File: src/design/hc2_pkg.sv
// Shared types, constants and helper functions for the 2x2 Hill cipher core.
// Used by the controller, the datapath and the port checker.
// No dependencies.
package hc2_pkg;

    localparam int unsigned SYM_W  = 5;
    localparam int unsigned CHAR_W = 8;
    localparam int unsigned STAT_W = 2;
    localparam int unsigned CFG_AW = 3;
    localparam int unsigned CFG_DW = 5;

    localparam logic [SYM_W-1:0] MOD_SYM   = 5'd28;
    localparam logic [SYM_W-1:0] SYM_SPACE = 5'd26;
    localparam logic [SYM_W-1:0] SYM_DOT   = 5'd27;

    localparam logic [CHAR_W-1:0] CHAR_LOW_A = 8'h61;
    localparam logic [CHAR_W-1:0] CHAR_LOW_Z = 8'h7a;
    localparam logic [CHAR_W-1:0] CHAR_SPACE = 8'h20;
    localparam logic [CHAR_W-1:0] CHAR_DOT   = 8'h2e;

    // Register indexes on the configuration port.
    localparam logic [CFG_AW-1:0] CFG_KEY_A   = 3'd0;
    localparam logic [CFG_AW-1:0] CFG_KEY_B   = 3'd1;
    localparam logic [CFG_AW-1:0] CFG_KEY_C   = 3'd2;
    localparam logic [CFG_AW-1:0] CFG_KEY_D   = 3'd3;
    localparam logic [CFG_AW-1:0] CFG_DECRYPT = 3'd4;

    localparam logic [SYM_W-1:0] RST_KEY_A = 5'd25;
    localparam logic [SYM_W-1:0] RST_KEY_B = 5'd25;
    localparam logic [SYM_W-1:0] RST_KEY_C = 5'd5;
    localparam logic [SYM_W-1:0] RST_KEY_D = 5'd2;

    localparam logic [STAT_W-1:0] STAT_OK       = 2'd0;
    localparam logic [STAT_W-1:0] STAT_BAD_CHAR = 2'd1;
    localparam logic [STAT_W-1:0] STAT_BAD_KEY  = 2'd2;

    // Commands from the controller to the datapath.
    typedef struct packed {
        logic hold_first;
        logic capture_pair;
        logic do_key;
        logic do_det;
        logic do_inv;
        logic do_mat;
        logic do_red;
        logic do_mul;
        logic do_sum;
        logic out_second;
    } hc2_cmd_t;

    // Maps an ASCII character to {known, symbol}; unknown characters give symbol 0.
    function automatic logic [SYM_W:0] sym_of(input logic [CHAR_W-1:0] ch);
        logic [SYM_W:0] res;
        res = '0;
        if (ch >= CHAR_LOW_A && ch <= CHAR_LOW_Z) begin
            res = {1'b1, SYM_W'(ch - CHAR_LOW_A)};
        end else if (ch == CHAR_SPACE) begin
            res = {1'b1, SYM_SPACE};
        end else if (ch == CHAR_DOT) begin
            res = {1'b1, SYM_DOT};
        end
        return res;
    endfunction

    function automatic logic [CHAR_W-1:0] char_of(input logic [SYM_W-1:0] s);
        logic [CHAR_W-1:0] res;
        if (s < SYM_SPACE) begin
            res = CHAR_LOW_A + CHAR_W'(s);
        end else if (s == SYM_SPACE) begin
            res = CHAR_SPACE;
        end else begin
            res = CHAR_DOT;
        end
        return res;
    endfunction

    // Brings a key register value (0..31) into the range 0..27.
    function automatic logic [SYM_W-1:0] red_key(input logic [SYM_W-1:0] v);
        return (v >= MOD_SYM) ? SYM_W'(v - MOD_SYM) : v;
    endfunction

    // Residue mod 28 of an 11-bit value. The quotient estimate v*146/4096 is at
    // most one below the true quotient, so a single correction step suffices.
    function automatic logic [SYM_W-1:0] mod28(input logic [10:0] v);
        logic [18:0] prod;
        logic [6:0]  q;
        logic [11:0] r;
        prod = {8'b0, v} * 19'd146;
        q    = prod[18:12];
        r    = {1'b0, v} - 12'(q) * 12'd28;
        return (r >= 12'd28) ? SYM_W'(r - 12'd28) : SYM_W'(r);
    endfunction

    // Additive inverse mod 28 of a residue.
    function automatic logic [SYM_W-1:0] neg28(input logic [SYM_W-1:0] v);
        return (v == '0) ? '0 : SYM_W'(MOD_SYM - v);
    endfunction

    // Multiplicative inverse mod 28; zero where none exists.
    function automatic logic [SYM_W-1:0] inv28(input logic [SYM_W-1:0] v);
        logic [SYM_W-1:0] res;
        case (v)
            5'd1:    res = 5'd1;
            5'd3:    res = 5'd19;
            5'd5:    res = 5'd17;
            5'd9:    res = 5'd25;
            5'd11:   res = 5'd23;
            5'd13:   res = 5'd13;
            5'd15:   res = 5'd15;
            5'd17:   res = 5'd5;
            5'd19:   res = 5'd3;
            5'd23:   res = 5'd11;
            5'd25:   res = 5'd9;
            5'd27:   res = 5'd27;
            default: res = 5'd0;
        endcase
        return res;
    endfunction

endpackage

File: src/design/hc2_ctrl.sv
// Controller of the Hill cipher core: pairs up input items, steps the datapath
// through its stages and hands out the two result items.
// Depends on hc2_pkg.
module hc2_ctrl
    import hc2_pkg::*;
(
    input  logic     aclk,
    input  logic     aresetn,
    input  logic     s_tvalid,
    output logic     s_tready,
    output logic     m_tvalid,
    input  logic     m_tready,
    output hc2_cmd_t cmd
);

    typedef enum logic [9:0] {
        S_IDLE = 10'b00_0000_0001,
        S_KEY  = 10'b00_0000_0010,
        S_DET  = 10'b00_0000_0100,
        S_INV  = 10'b00_0000_1000,
        S_MAT  = 10'b00_0001_0000,
        S_RED  = 10'b00_0010_0000,
        S_MUL  = 10'b00_0100_0000,
        S_SUM  = 10'b00_1000_0000,
        S_OUT0 = 10'b01_0000_0000,
        S_OUT1 = 10'b10_0000_0000
    } state_t;

    state_t state_reg, state_next;
    logic   have_first_reg, have_first_next;
    logic   in_fire;

    assign s_tready = (state_reg == S_IDLE);
    assign m_tvalid = (state_reg == S_OUT0) || (state_reg == S_OUT1);
    assign in_fire  = s_tvalid && s_tready;

    always_comb begin
        state_next      = state_reg;
        have_first_next = have_first_reg;
        cmd             = '0;
        case (state_reg)
            S_IDLE: begin
                if (in_fire) begin
                    if (have_first_reg) begin
                        cmd.capture_pair = 1'b1;
                        have_first_next  = 1'b0;
                        state_next       = S_KEY;
                    end else begin
                        cmd.hold_first  = 1'b1;
                        have_first_next = 1'b1;
                    end
                end
            end
            S_KEY: begin
                cmd.do_key = 1'b1;
                state_next = S_DET;
            end
            S_DET: begin
                cmd.do_det = 1'b1;
                state_next = S_INV;
            end
            S_INV: begin
                cmd.do_inv = 1'b1;
                state_next = S_MAT;
            end
            S_MAT: begin
                cmd.do_mat = 1'b1;
                state_next = S_RED;
            end
            S_RED: begin
                cmd.do_red = 1'b1;
                state_next = S_MUL;
            end
            S_MUL: begin
                cmd.do_mul = 1'b1;
                state_next = S_SUM;
            end
            S_SUM: begin
                cmd.do_sum = 1'b1;
                state_next = S_OUT0;
            end
            S_OUT0: begin
                if (m_tready) begin
                    state_next = S_OUT1;
                end
            end
            S_OUT1: begin
                cmd.out_second = 1'b1;
                if (m_tready) begin
                    state_next = S_IDLE;
                end
            end
            default: begin
                state_next = S_IDLE;
            end
        endcase
    end

    always_ff @(posedge aclk) begin
        if (!aresetn) begin
            state_reg      <= S_IDLE;
            have_first_reg <= 1'b0;
        end else begin
            state_reg      <= state_next;
            have_first_reg <= have_first_next;
        end
    end

endmodule

File: src/design/hc2_dpath.sv
// Datapath of the Hill cipher core: key registers, held symbols and the staged
// determinant, inverse and matrix arithmetic mod 28.
// Depends on hc2_pkg; driven by hc2_ctrl through hc2_cmd_t.
module hc2_dpath
    import hc2_pkg::*;
(
    input  logic              aclk,
    input  logic              aresetn,
    input  hc2_cmd_t          cmd,
    input  logic [CHAR_W-1:0] in_char,
    input  logic              cfg_we,
    input  logic [CFG_AW-1:0] cfg_addr,
    input  logic [CFG_DW-1:0] cfg_wdata,
    output logic [CHAR_W-1:0] out_char,
    output logic [STAT_W-1:0] status,
    output logic              last
);

    logic [SYM_W-1:0]  key_a_reg, key_b_reg, key_c_reg, key_d_reg;
    logic              decrypt_reg;

    logic [SYM_W:0]    in_sym;
    logic [SYM_W-1:0]  held_sym_reg, y_sym_reg;
    logic              held_ok_reg, y_ok_reg;

    logic [SYM_W-1:0]  ka_reg, kb_reg, kc_reg, kd_reg;
    logic [9:0]        prod_ad_reg, prod_bc_reg;
    logic [SYM_W-1:0]  det_reg, inv_reg;
    logic [SYM_W-1:0]  factor;
    logic [9:0]        pm_reg [4];
    logic [SYM_W-1:0]  m_reg [4];
    logic [9:0]        t_reg [4];
    logic [SYM_W-1:0]  s0, s1;
    logic [STAT_W-1:0] stat_calc;
    logic [CHAR_W-1:0] res0_reg, res1_reg;
    logic [STAT_W-1:0] status_reg;

    assign in_sym = sym_of(in_char);

    always_ff @(posedge aclk) begin
        if (!aresetn) begin
            key_a_reg   <= RST_KEY_A;
            key_b_reg   <= RST_KEY_B;
            key_c_reg   <= RST_KEY_C;
            key_d_reg   <= RST_KEY_D;
            decrypt_reg <= 1'b1;
        end else if (cfg_we) begin
            case (cfg_addr)
                CFG_KEY_A:   key_a_reg   <= cfg_wdata;
                CFG_KEY_B:   key_b_reg   <= cfg_wdata;
                CFG_KEY_C:   key_c_reg   <= cfg_wdata;
                CFG_KEY_D:   key_d_reg   <= cfg_wdata;
                CFG_DECRYPT: decrypt_reg <= cfg_wdata[0];
                default: begin
                end
            endcase
        end
    end

    // The decrypt matrix is inv(det) times the adjugate; encrypt uses the key.
    assign factor = decrypt_reg ? inv_reg : 5'd1;

    always_comb begin
        s0 = mod28({1'b0, t_reg[0]} + {1'b0, t_reg[1]});
        s1 = mod28({1'b0, t_reg[2]} + {1'b0, t_reg[3]});
        if (inv_reg == '0) begin
            stat_calc = STAT_BAD_KEY;
        end else if (!(held_ok_reg && y_ok_reg)) begin
            stat_calc = STAT_BAD_CHAR;
        end else begin
            stat_calc = STAT_OK;
        end
    end

    always_ff @(posedge aclk) begin
        if (cmd.hold_first) begin
            held_sym_reg <= in_sym[SYM_W-1:0];
            held_ok_reg  <= in_sym[SYM_W];
        end
        if (cmd.capture_pair) begin
            y_sym_reg <= in_sym[SYM_W-1:0];
            y_ok_reg  <= in_sym[SYM_W];
        end
        if (cmd.do_key) begin
            ka_reg      <= red_key(key_a_reg);
            kb_reg      <= red_key(key_b_reg);
            kc_reg      <= red_key(key_c_reg);
            kd_reg      <= red_key(key_d_reg);
            prod_ad_reg <= 10'(red_key(key_a_reg)) * 10'(red_key(key_d_reg));
            prod_bc_reg <= 10'(red_key(key_b_reg)) * 10'(red_key(key_c_reg));
        end
        if (cmd.do_det) begin
            // Adding 28*28 keeps the difference positive before reduction.
            det_reg <= mod28({1'b0, prod_ad_reg} + 11'd784 - {1'b0, prod_bc_reg});
        end
        if (cmd.do_inv) begin
            inv_reg <= inv28(det_reg);
        end
        if (cmd.do_mat) begin
            pm_reg[0] <= 10'(factor) * 10'(decrypt_reg ? kd_reg : ka_reg);
            pm_reg[1] <= 10'(factor) * 10'(decrypt_reg ? neg28(kb_reg) : kb_reg);
            pm_reg[2] <= 10'(factor) * 10'(decrypt_reg ? neg28(kc_reg) : kc_reg);
            pm_reg[3] <= 10'(factor) * 10'(decrypt_reg ? ka_reg : kd_reg);
        end
        if (cmd.do_red) begin
            for (int i = 0; i < 4; i++) begin
                m_reg[i] <= mod28({1'b0, pm_reg[i]});
            end
        end
        if (cmd.do_mul) begin
            t_reg[0] <= 10'(m_reg[0]) * 10'(held_sym_reg);
            t_reg[1] <= 10'(m_reg[1]) * 10'(y_sym_reg);
            t_reg[2] <= 10'(m_reg[2]) * 10'(held_sym_reg);
            t_reg[3] <= 10'(m_reg[3]) * 10'(y_sym_reg);
        end
        if (cmd.do_sum) begin
            status_reg <= stat_calc;
            res0_reg   <= (stat_calc == STAT_OK) ? char_of(s0) : '0;
            res1_reg   <= (stat_calc == STAT_OK) ? char_of(s1) : '0;
        end
    end

    assign out_char = cmd.out_second ? res1_reg : res0_reg;
    assign status   = status_reg;
    assign last     = cmd.out_second;

endmodule

File: src/design/hill_cipher_2x2_mod28_core.sv
// 2x2 Hill cipher over a 28-symbol alphabet (a-z, space, period). Characters
// arrive one item at a time; the first of each pair is held, the second starts
// the arithmetic and the pair's two result items follow, the second with tlast
// set. After the second character's acceptance the controller steps through
// seven stages of the shared mod-28 datapath (key reduction and products,
// determinant, inverse, matrix, reduction, vector products, sums), then offers
// the two results in turn, each held until m_tready takes it. The input is not
// ready meanwhile, so no new character is taken until the pair's second result
// has been accepted.
// Status 2 flags a key whose determinant is not invertible mod 28, status 1 an
// unknown character; both give zero characters. Keys and mode are set through
// the write port.
module hill_cipher_2x2_mod28_core
    import hc2_pkg::*;
(
    input  logic              aclk,
    input  logic              aresetn,
    input  logic              s_tvalid,
    output logic              s_tready,
    input  logic [CHAR_W-1:0] s_tdata,   // [7:0] in_char
    output logic              m_tvalid,
    input  logic              m_tready,
    output logic [CHAR_W-1:0] m_tdata,   // [7:0] out_char
    output logic [STAT_W-1:0] m_tuser,   // [1:0] status
    output logic              m_tlast,
    input  logic              cfg_we,
    input  logic [CFG_AW-1:0] cfg_addr,
    input  logic [CFG_DW-1:0] cfg_wdata
);

    hc2_cmd_t cmd;

    hc2_ctrl u_ctrl (
        .aclk     (aclk),
        .aresetn  (aresetn),
        .s_tvalid (s_tvalid),
        .s_tready (s_tready),
        .m_tvalid (m_tvalid),
        .m_tready (m_tready),
        .cmd      (cmd)
    );

    hc2_dpath u_dpath (
        .aclk      (aclk),
        .aresetn   (aresetn),
        .cmd       (cmd),
        .in_char   (s_tdata),
        .cfg_we    (cfg_we),
        .cfg_addr  (cfg_addr),
        .cfg_wdata (cfg_wdata),
        .out_char  (m_tdata),
        .status    (m_tuser),
        .last      (m_tlast)
    );

endmodule

File: config.mk
export PLATFORM = sky130hd
export DESIGN_NAME = hill_cipher_2x2_mod28_core
export DESIGN_NICKNAME = d
export VERILOG_FILES = /design/src/design/hc2_pkg.sv /design/src/design/hc2_ctrl.sv /design/src/design/hc2_dpath.sv /design/src/design/hill_cipher_2x2_mod28_core.sv
export SDC_FILE = /design/constraint.sdc
export NUM_CORES = 1
export LEC_CHECK = 0
export ABC_AREA = 1
export BUFFER_PORTS_ARGS = -buffer_cell sky130_fd_sc_hd__clkbuf_2
export CAP_MARGIN = 10
export CELL_PAD_IN_SITES_DETAIL_PLACEMENT = 1
export CELL_PAD_IN_SITES_GLOBAL_PLACEMENT = 1
export CORE_MARGIN = 3
export CORE_UTILIZATION = 29
export CTS_BUF_LIST = sky130_fd_sc_hd__clkbuf_2 sky130_fd_sc_hd__clkbuf_4 sky130_fd_sc_hd__clkbuf_8
export DETAILED_ROUTE_END_ITERATION = 10
export PLACE_DENSITY_LB_ADDON = 0.1
export SLEW_MARGIN = 20
export SYNTH_ARGS = -nofsm -noshare
export SYNTH_HDL_FRONTEND = slang
export SYNTH_SLANG_ARGS = --single-unit
File: constraint.sdc
create_clock -name aclk -period 9.7 [get_ports aclk]
set_input_delay 1.94 -clock aclk [delete_from_list [all_inputs] [get_ports aclk]]
set_output_delay 1.94 -clock aclk [all_outputs]
set_load 0.01 [all_outputs]
==> results of run 1 <==
==> cells in the final DEF (no fill, tap or decap), types with 15 or more instances in the layout <==
cell type and instances:
inv_1 738, o21ai_0 120, a21oi_1 220, nand2_2 23, o21bai_1 24, xor2_1 129, fa_1 157, dfxtp_1 32
a21o_1 15, ha_1 587, nand3_1 128, nand2_1 488, nor2_1 203, nand4_1 16, clkbuf_2 33, clkbuf_4 16
clkbuf_8 47, nand3_2 16, nor3_1 17, edfxtp_1 180, a31oi_1 24, xnor2_1 45
==> critical path: cells and delay by family (launching register included) <==
family / cells / cell delay (ns)
adders and majority gates: 10 / 3.46
AOI/OAI and AO/OA: 12 / 1.83
and+or+nand+nor: 10 / 1.39
xor gates and xnor gates: 3 / 0.63
DFF: 1 / 0.38
muxes: 1 / 0.31
buffers and inverters: 2 / 0.09
==> where the power goes <==
| part | internal [mW] | switching, mW |
|---|---|---|
| Clock | 0.502 | 0.411 |
| Combinational | 0.635 | 0.989 |
| Sequential | 1.05 | 0.0351 |
==> final timing paths <==
path	startpoint	to	slack [ns]	cells past startpoint
max reg2reg	u_dpath.prod_ad_reg[1]	u_dpath.det_reg[3]	1.38	38
min	u_dpath.pm_reg[3][1]	u_dpath.m_reg[3][1]	0.46	0
min reg2reg	u_dpath.pm_reg[3][1]	u_dpath.m_reg[3][1]	0.46	0
max	u_dpath.prod_ad_reg[1]	u_dpath.det_reg[3]	1.38	38
==> kinds of logic after synthesis <==
group / after synthesis
AND/OR/NAND/NOR: 931
AO/OA/AOI/OAI: 456
adder cells (fa/ha/maj): 744
multiplexers: 1
other: 1
buffers and inverters: 767
flip-flops: 212
XOR/XNOR: 176
==> metrics by stage <==
step / worst slack, ns / utilization (%) / std cells / hold slack (ns) / area (um^2)
after floorplan: 2.20 / - / 3289 / 0.433 / 27600
after global placement: 1.51 / 31.2 / 4563 / 0.455 / 29300
after detailed placement: 1.31 / 31.2 / 4563 / 0.463 / 29300
after CTS: 1.26 / 32.1 / 4637 / 0.466 / 30200
after global routing: 0.620 / 32.1 / 4637 / 0.489 / 30200
final: 1.38 / 32.1 / 4637 / 0.463 / 30200
==> routing by layer <==
layer	track usage [%]	up-vias	share of wire [%]
met5	0	-	0
met4	2.35	0	1.4
met3	1.51	61	2.2
met2	25.3	127	49
met1	17.8	10357	47
li1	-	10774	-
==> area by class of cell <==
| class | instances | area share (%) |
|---|---|---|
| multi-input cells | 2310 | 62.0 |
| clock buffers | 63 | 2.54 |
| clock inverters | 11 | 0.166 |
| inverters | 747 | 9.31 |
| repair buffers | 40 | 0.722 |
| well taps | 1254 | 5.20 |
| flip-flops and latches | 212 | 20.0 |
==> impl_metrics.toml, run 1 <==
[synthesis]
synth_cell_types = 52
synth.most_common_cell = "inv_1"
synth_seq_cells = 212
synthMuxAreaShare_pct = 0.0408
synth_top_area_share_pct = 26.6
synth_edf_count = 180
ys_top_cells_by_area = "ha_1 (27%), edfxtp_1 (20%), fa_1 (11%), inv_1 (10%), nand2_1 (6.6%)"
ys_warn_count = 0
yosys-top-cells-count = "inv_1 (738), ha_1 (587), nand2_1 (488)"
yosysTopAreaCell = "ha_1"
synth_compound_area_share_pct = 9.24
syn_avg_cell_area_um2 = 8.39
synthFlopType = "edfxtp_1"
syn_area_um2 = 27600
synth_adder_area_share_pct = 38.0
synth_cells = 3288
synth_top_family_by_area = "adder cells"
yosysSeqAreaShare_pct = 21.9
yosys.area_share.simple_pct = 14.7
yosys.area_share.xor_xnor_pct = 5.64
async_flop_share_pct = 0

[floorplanning]
pin_count = 34
row_count = 112
dieArea_um2 = 98900
start_util_pct = 29.4
die_w_um = 314
coreArea_um2 = 93900
die_h_um = 314

[power]
power.leakage_nw = 16.3
max-vdd-ir-drop_mv = 0.137
power_mw = 3.62
powerDensity_nw_per_um2 = 120

[clocking]
htree_levels = 2
cts.repair_timing.setup_buffer_count = 0
clockBufferDepth = 3
insertion_delay_ns = 0.61
cts.sinks = 212
numCtsBuffers = 42
cts_tree = "built"
hold_buffers = 0
cts_resized = 0
path_clk_slew_ns = 0.06
cts_root_buf = "clkbuf_8"

[grt]
grt_pass1_wl_um = 113000
groute.usage.overall_pct = 13.9
first_global_vias = 23161
grt_max_degree = 43
antenna_found_initial = 0
grt.overflow.total = 0

[drt]
drt_first_pass_iters = 4
ant_nets = 0
wirelength_um = 67200
routed_via_density = 4.60
vias = 21319
first_iter_violations = 612
drc = 0
wl_per_cell_um = 14.5

[sta]
slew_violations = 0
slew_headroom_pct = 32.0
skew_ns = 0.0449
worstMarginPinSlew_ns = 1.01
fmax_mhz = 120
fin_crit_ns = 8.32
period_share_pct = 85.7
rsz0062_at_grt = "false"
final.setup.tns_ns = 0
finalSetupViolCount = 0
hold_violations = 0

[worst_setup_path]
worst_path_most_repeated_cell = "ha_1"
worstPathRequired_ns = 10.03
worst_path_largest_cell_delay_ns = 0.53
timing_worst_setup_path_type = "flop to flop"
crit_slowest_cell = "fa_1"
start_kind = "flop"
end_kind = "flop"
crit_arrival_ns = 8.65
crit_fanout = 4

[finish]
num-fill-cells = 11206
ff_latch_area_um2 = 6050
areaGrowthSynthToFinish_pct = 9.29
drive_gt1_share_pct = 5.56
insertedDiodeCount = 0
final_nets = 4118
multi_input_area_um2 = 18700

[placement]
io_buffers = 33
gp_congestion = 0.776
hpwl_um = 57700

[job]
drv_cap = 0

[hold_path]
min_path_type = "flop to flop"

[run_status]
outcome = "finished clean"
No activity file was read; power rests on OpenSTA's default activity.
==> run 2: changes to the inputs <==
- ABC_AREA: 1 -> not set
- CORE_MARGIN: 3 -> not set
==> impl_metrics.toml, run 2 <==
[drt]
routed_via_density = 4.70
vias = 19998
drc = 0
wl_per_cell_um = 15.2
drt_first_pass_iters = 4
wirelength_um = 64800
ant_nets = 0
first_iter_violations = 462

[power]
powerDensity_nw_per_um2 = 92.5
swShare_pct = 31.7
clkPwrFrac_pct = 35.4
p_comb_share_pct = 28.0
max-vdd-ir-drop_mv = 0.100
power.leakage_nw = 15.1
p_switching_mw = 0.885
intPower_mw = 1.91
power_frac_seq_pct = 36.6

[synthesis]
synth_edf_count = 180
syn_area_um2 = 27500
ys_top_cells_by_area = "ha_1 (27%), edfxtp_1 (20%), fa_1 (11%), inv_1 (6.1%), xnor2_1 (4.4%)"
syn_avg_cell_area_um2 = 9.48
synth.most_common_cell = "ha_1"
async_flop_share_pct = 0
yosys-top-cells-count = "ha_1 (587), inv_1 (444), nand2_1 (193)"
yosysTopAreaCell = "ha_1"
synth_cells = 2905
synth_seq_cells = 212
ys_warn_count = 0
yosysSeqAreaShare_pct = 22.0
synth_top_area_share_pct = 26.7
synth_cell_types = 82
synthFlopType = "edfxtp_1"

[worst_setup_path]
timing_worst_setup_path_type = "flop to flop"
crit_slowest_cell = "a2111oi_0"
worst_path_most_repeated_cell = "inv_1"
crit_fanout = 6
worstPathRequired_ns = 10.04
crit_arrival_ns = 9.35
start_kind = "flop"
end_kind = "flop"
worst_path_largest_cell_delay_ns = 0.59

[sta]
fmax_mhz = 111
worstMarginPinSlew_ns = 0.998
finalSetupViolCount = 0
slew_headroom_pct = 33.5
slew_violations = 0
period_share_pct = 92.8
skew_ns = 0.0448
worst_hold_slack_ns = 0.494
hold_violations = 0
fin_crit_ns = 9.00

[grt]
grt_max_degree = 50
use_met2_pct = 25.1
grt.overflow.total = 0
busiest_layer = "met2"
use_met3_pct = 1.59
gr-usage-met1_pct = 17.4
first_global_vias = 21579
groute.usage.overall_pct = 13.7
grt_pass1_wl_um = 107000
antenna_found_initial = 4

[floorplanning]
start_util_pct = 29.4
pin_count = 34
row_count = 112
coreArea_um2 = 93700
die_h_um = 310
dieArea_um2 = 96200
die_w_um = 310

[finish]
final_nets = 3726
mostFrequentLayoutCells = "ha_1 (587), inv_1 (444), nand2_1 (193)"
drive_gt1_share_pct = 5.51
utilization_pct = 32.2
areaGrowthSynthToFinish_pct = 9.71
final_common_cell = "ha_1"

[clocking]
cts.sinks = 212
cts_tree = "built"
insertion_delay_ns = 0.62
clockBufferDepth = 3
numCtsBuffers = 44
path_clk_slew_ns = 0.06
cts_root_buf = "clkbuf_8"
htree_levels = 2

[hold_path]
min_path_type = "flop to flop"

[placement]
gp_congestion = 0.800
io_buffers = 33
hpwl_um = 54600

[job]
drv_cap = 0

[run_status]
outcome = "finished clean"
==> run 2: changes by cell type after synthesis, sizes merged, moves of 34 or more <==
cell and change:
a21o +84, a21oi -48, and2 +95, inv -302, nand2 -321, nand2b +34
nand3 -108, nor2 -82, nor2b +50, o21bai +37, xnor2 +93, xor2 -66
==> run 2: power by group through the flow <==
stage               logic, mW  clock network [mW]  registers (mW)
global route            0.920                1.08            1.03
detailed placement      0.791                   0            1.04
finish                  0.782               0.989            1.02
global placement        0.774                   0            1.04
CTS                     0.805                1.05            1.02
floorplan               0.629                   0            1.03
==> run 2: layout make-up <==
cell class / instances / area [um^2]
Timing Repair Buffer: 43 / 240
Fill cell: 10802 / 63500
Clock buffer: 61 / 739
Multi-Input combinational cell: 2216 / 19800
Clock inverter: 21 / 164
Antenna cell: 2 / 5.00
Tap cell: 1254 / 1570
Inverter: 444 / 1670
Sequential cell: 212 / 6050
==> run 2: worst paths after layout <==
path	depth (start not counted)	slack, ns	startpoint	end
setup / recovery	35	0.70	u_dpath.t_reg[1][0]	u_dpath.res0_reg[2]
hold / removal	0	0.49	u_dpath.pm_reg[1][0]	u_dpath.m_reg[1][0]
setup reg to reg	35	0.70	u_dpath.t_reg[1][0]	u_dpath.res0_reg[2]
hold reg to reg	0	0.49	u_dpath.pm_reg[1][0]	u_dpath.m_reg[1][0]
==> run 2: logic make-up after synthesis <==
logic type                 Yosys count  synth area share, %
adders and majority gates          746                 38.2
and+or+nand+nor                    674                 12.5
AOI/OAI and AO/OA                  558                 13.1
buffers and inverters              478                 6.52
DFF                                212                 22.0
xor gates and xnor gates           203                 6.48
muxes                               33                 1.23
other                                1               0.0136
==> run 2: stage by stage <==
step                      setup slack, ns  std cells  area [um^2]  power (mW)  setup TNS (ns)
after floorplan                      1.25       2906        27500        1.66               0
after global placement              0.503       4165        29200        1.82               0
after detailed placement            0.273       4165        29200        1.83               0
after CTS                           0.256       4247        30100        2.88               0
after global routing             -0.00433       4252        30200        3.03        -0.00433
final                               0.699       4253        30200        2.80               0
==> run 2: worst max-delay path: cells and delay by family (launching register included) <==
family	cells	cell delay (ns)
AO/OA/AOI/OAI	9	2.33
XOR/XNOR	1	0.21
adder cells (fa/ha/maj)	10	3.40
buffers and inverters	8	0.75
flip-flops	1	0.36
multiplexers	3	0.95
AND/OR/NAND/NOR	4	0.73
==> run 2: repair_timing <==
action,CTS,global route
hold buffers,0,0
gates resized for setup,0,16
setup buffers,0,4
hold endpoints to repair,0,0
endpoints found under the setup margin,0,12
==> run 2: metal layers <==
| metal | wire length (um) | up-vias |
|---|---|---|
| li1 | - | 10056 |
| met1 | 30700 | 9759 |
| met2 | 32000 | 123 |
| met3 | 1290 | 60 |
| met4 | 781 | 0 |
| met5 | 0 | - |
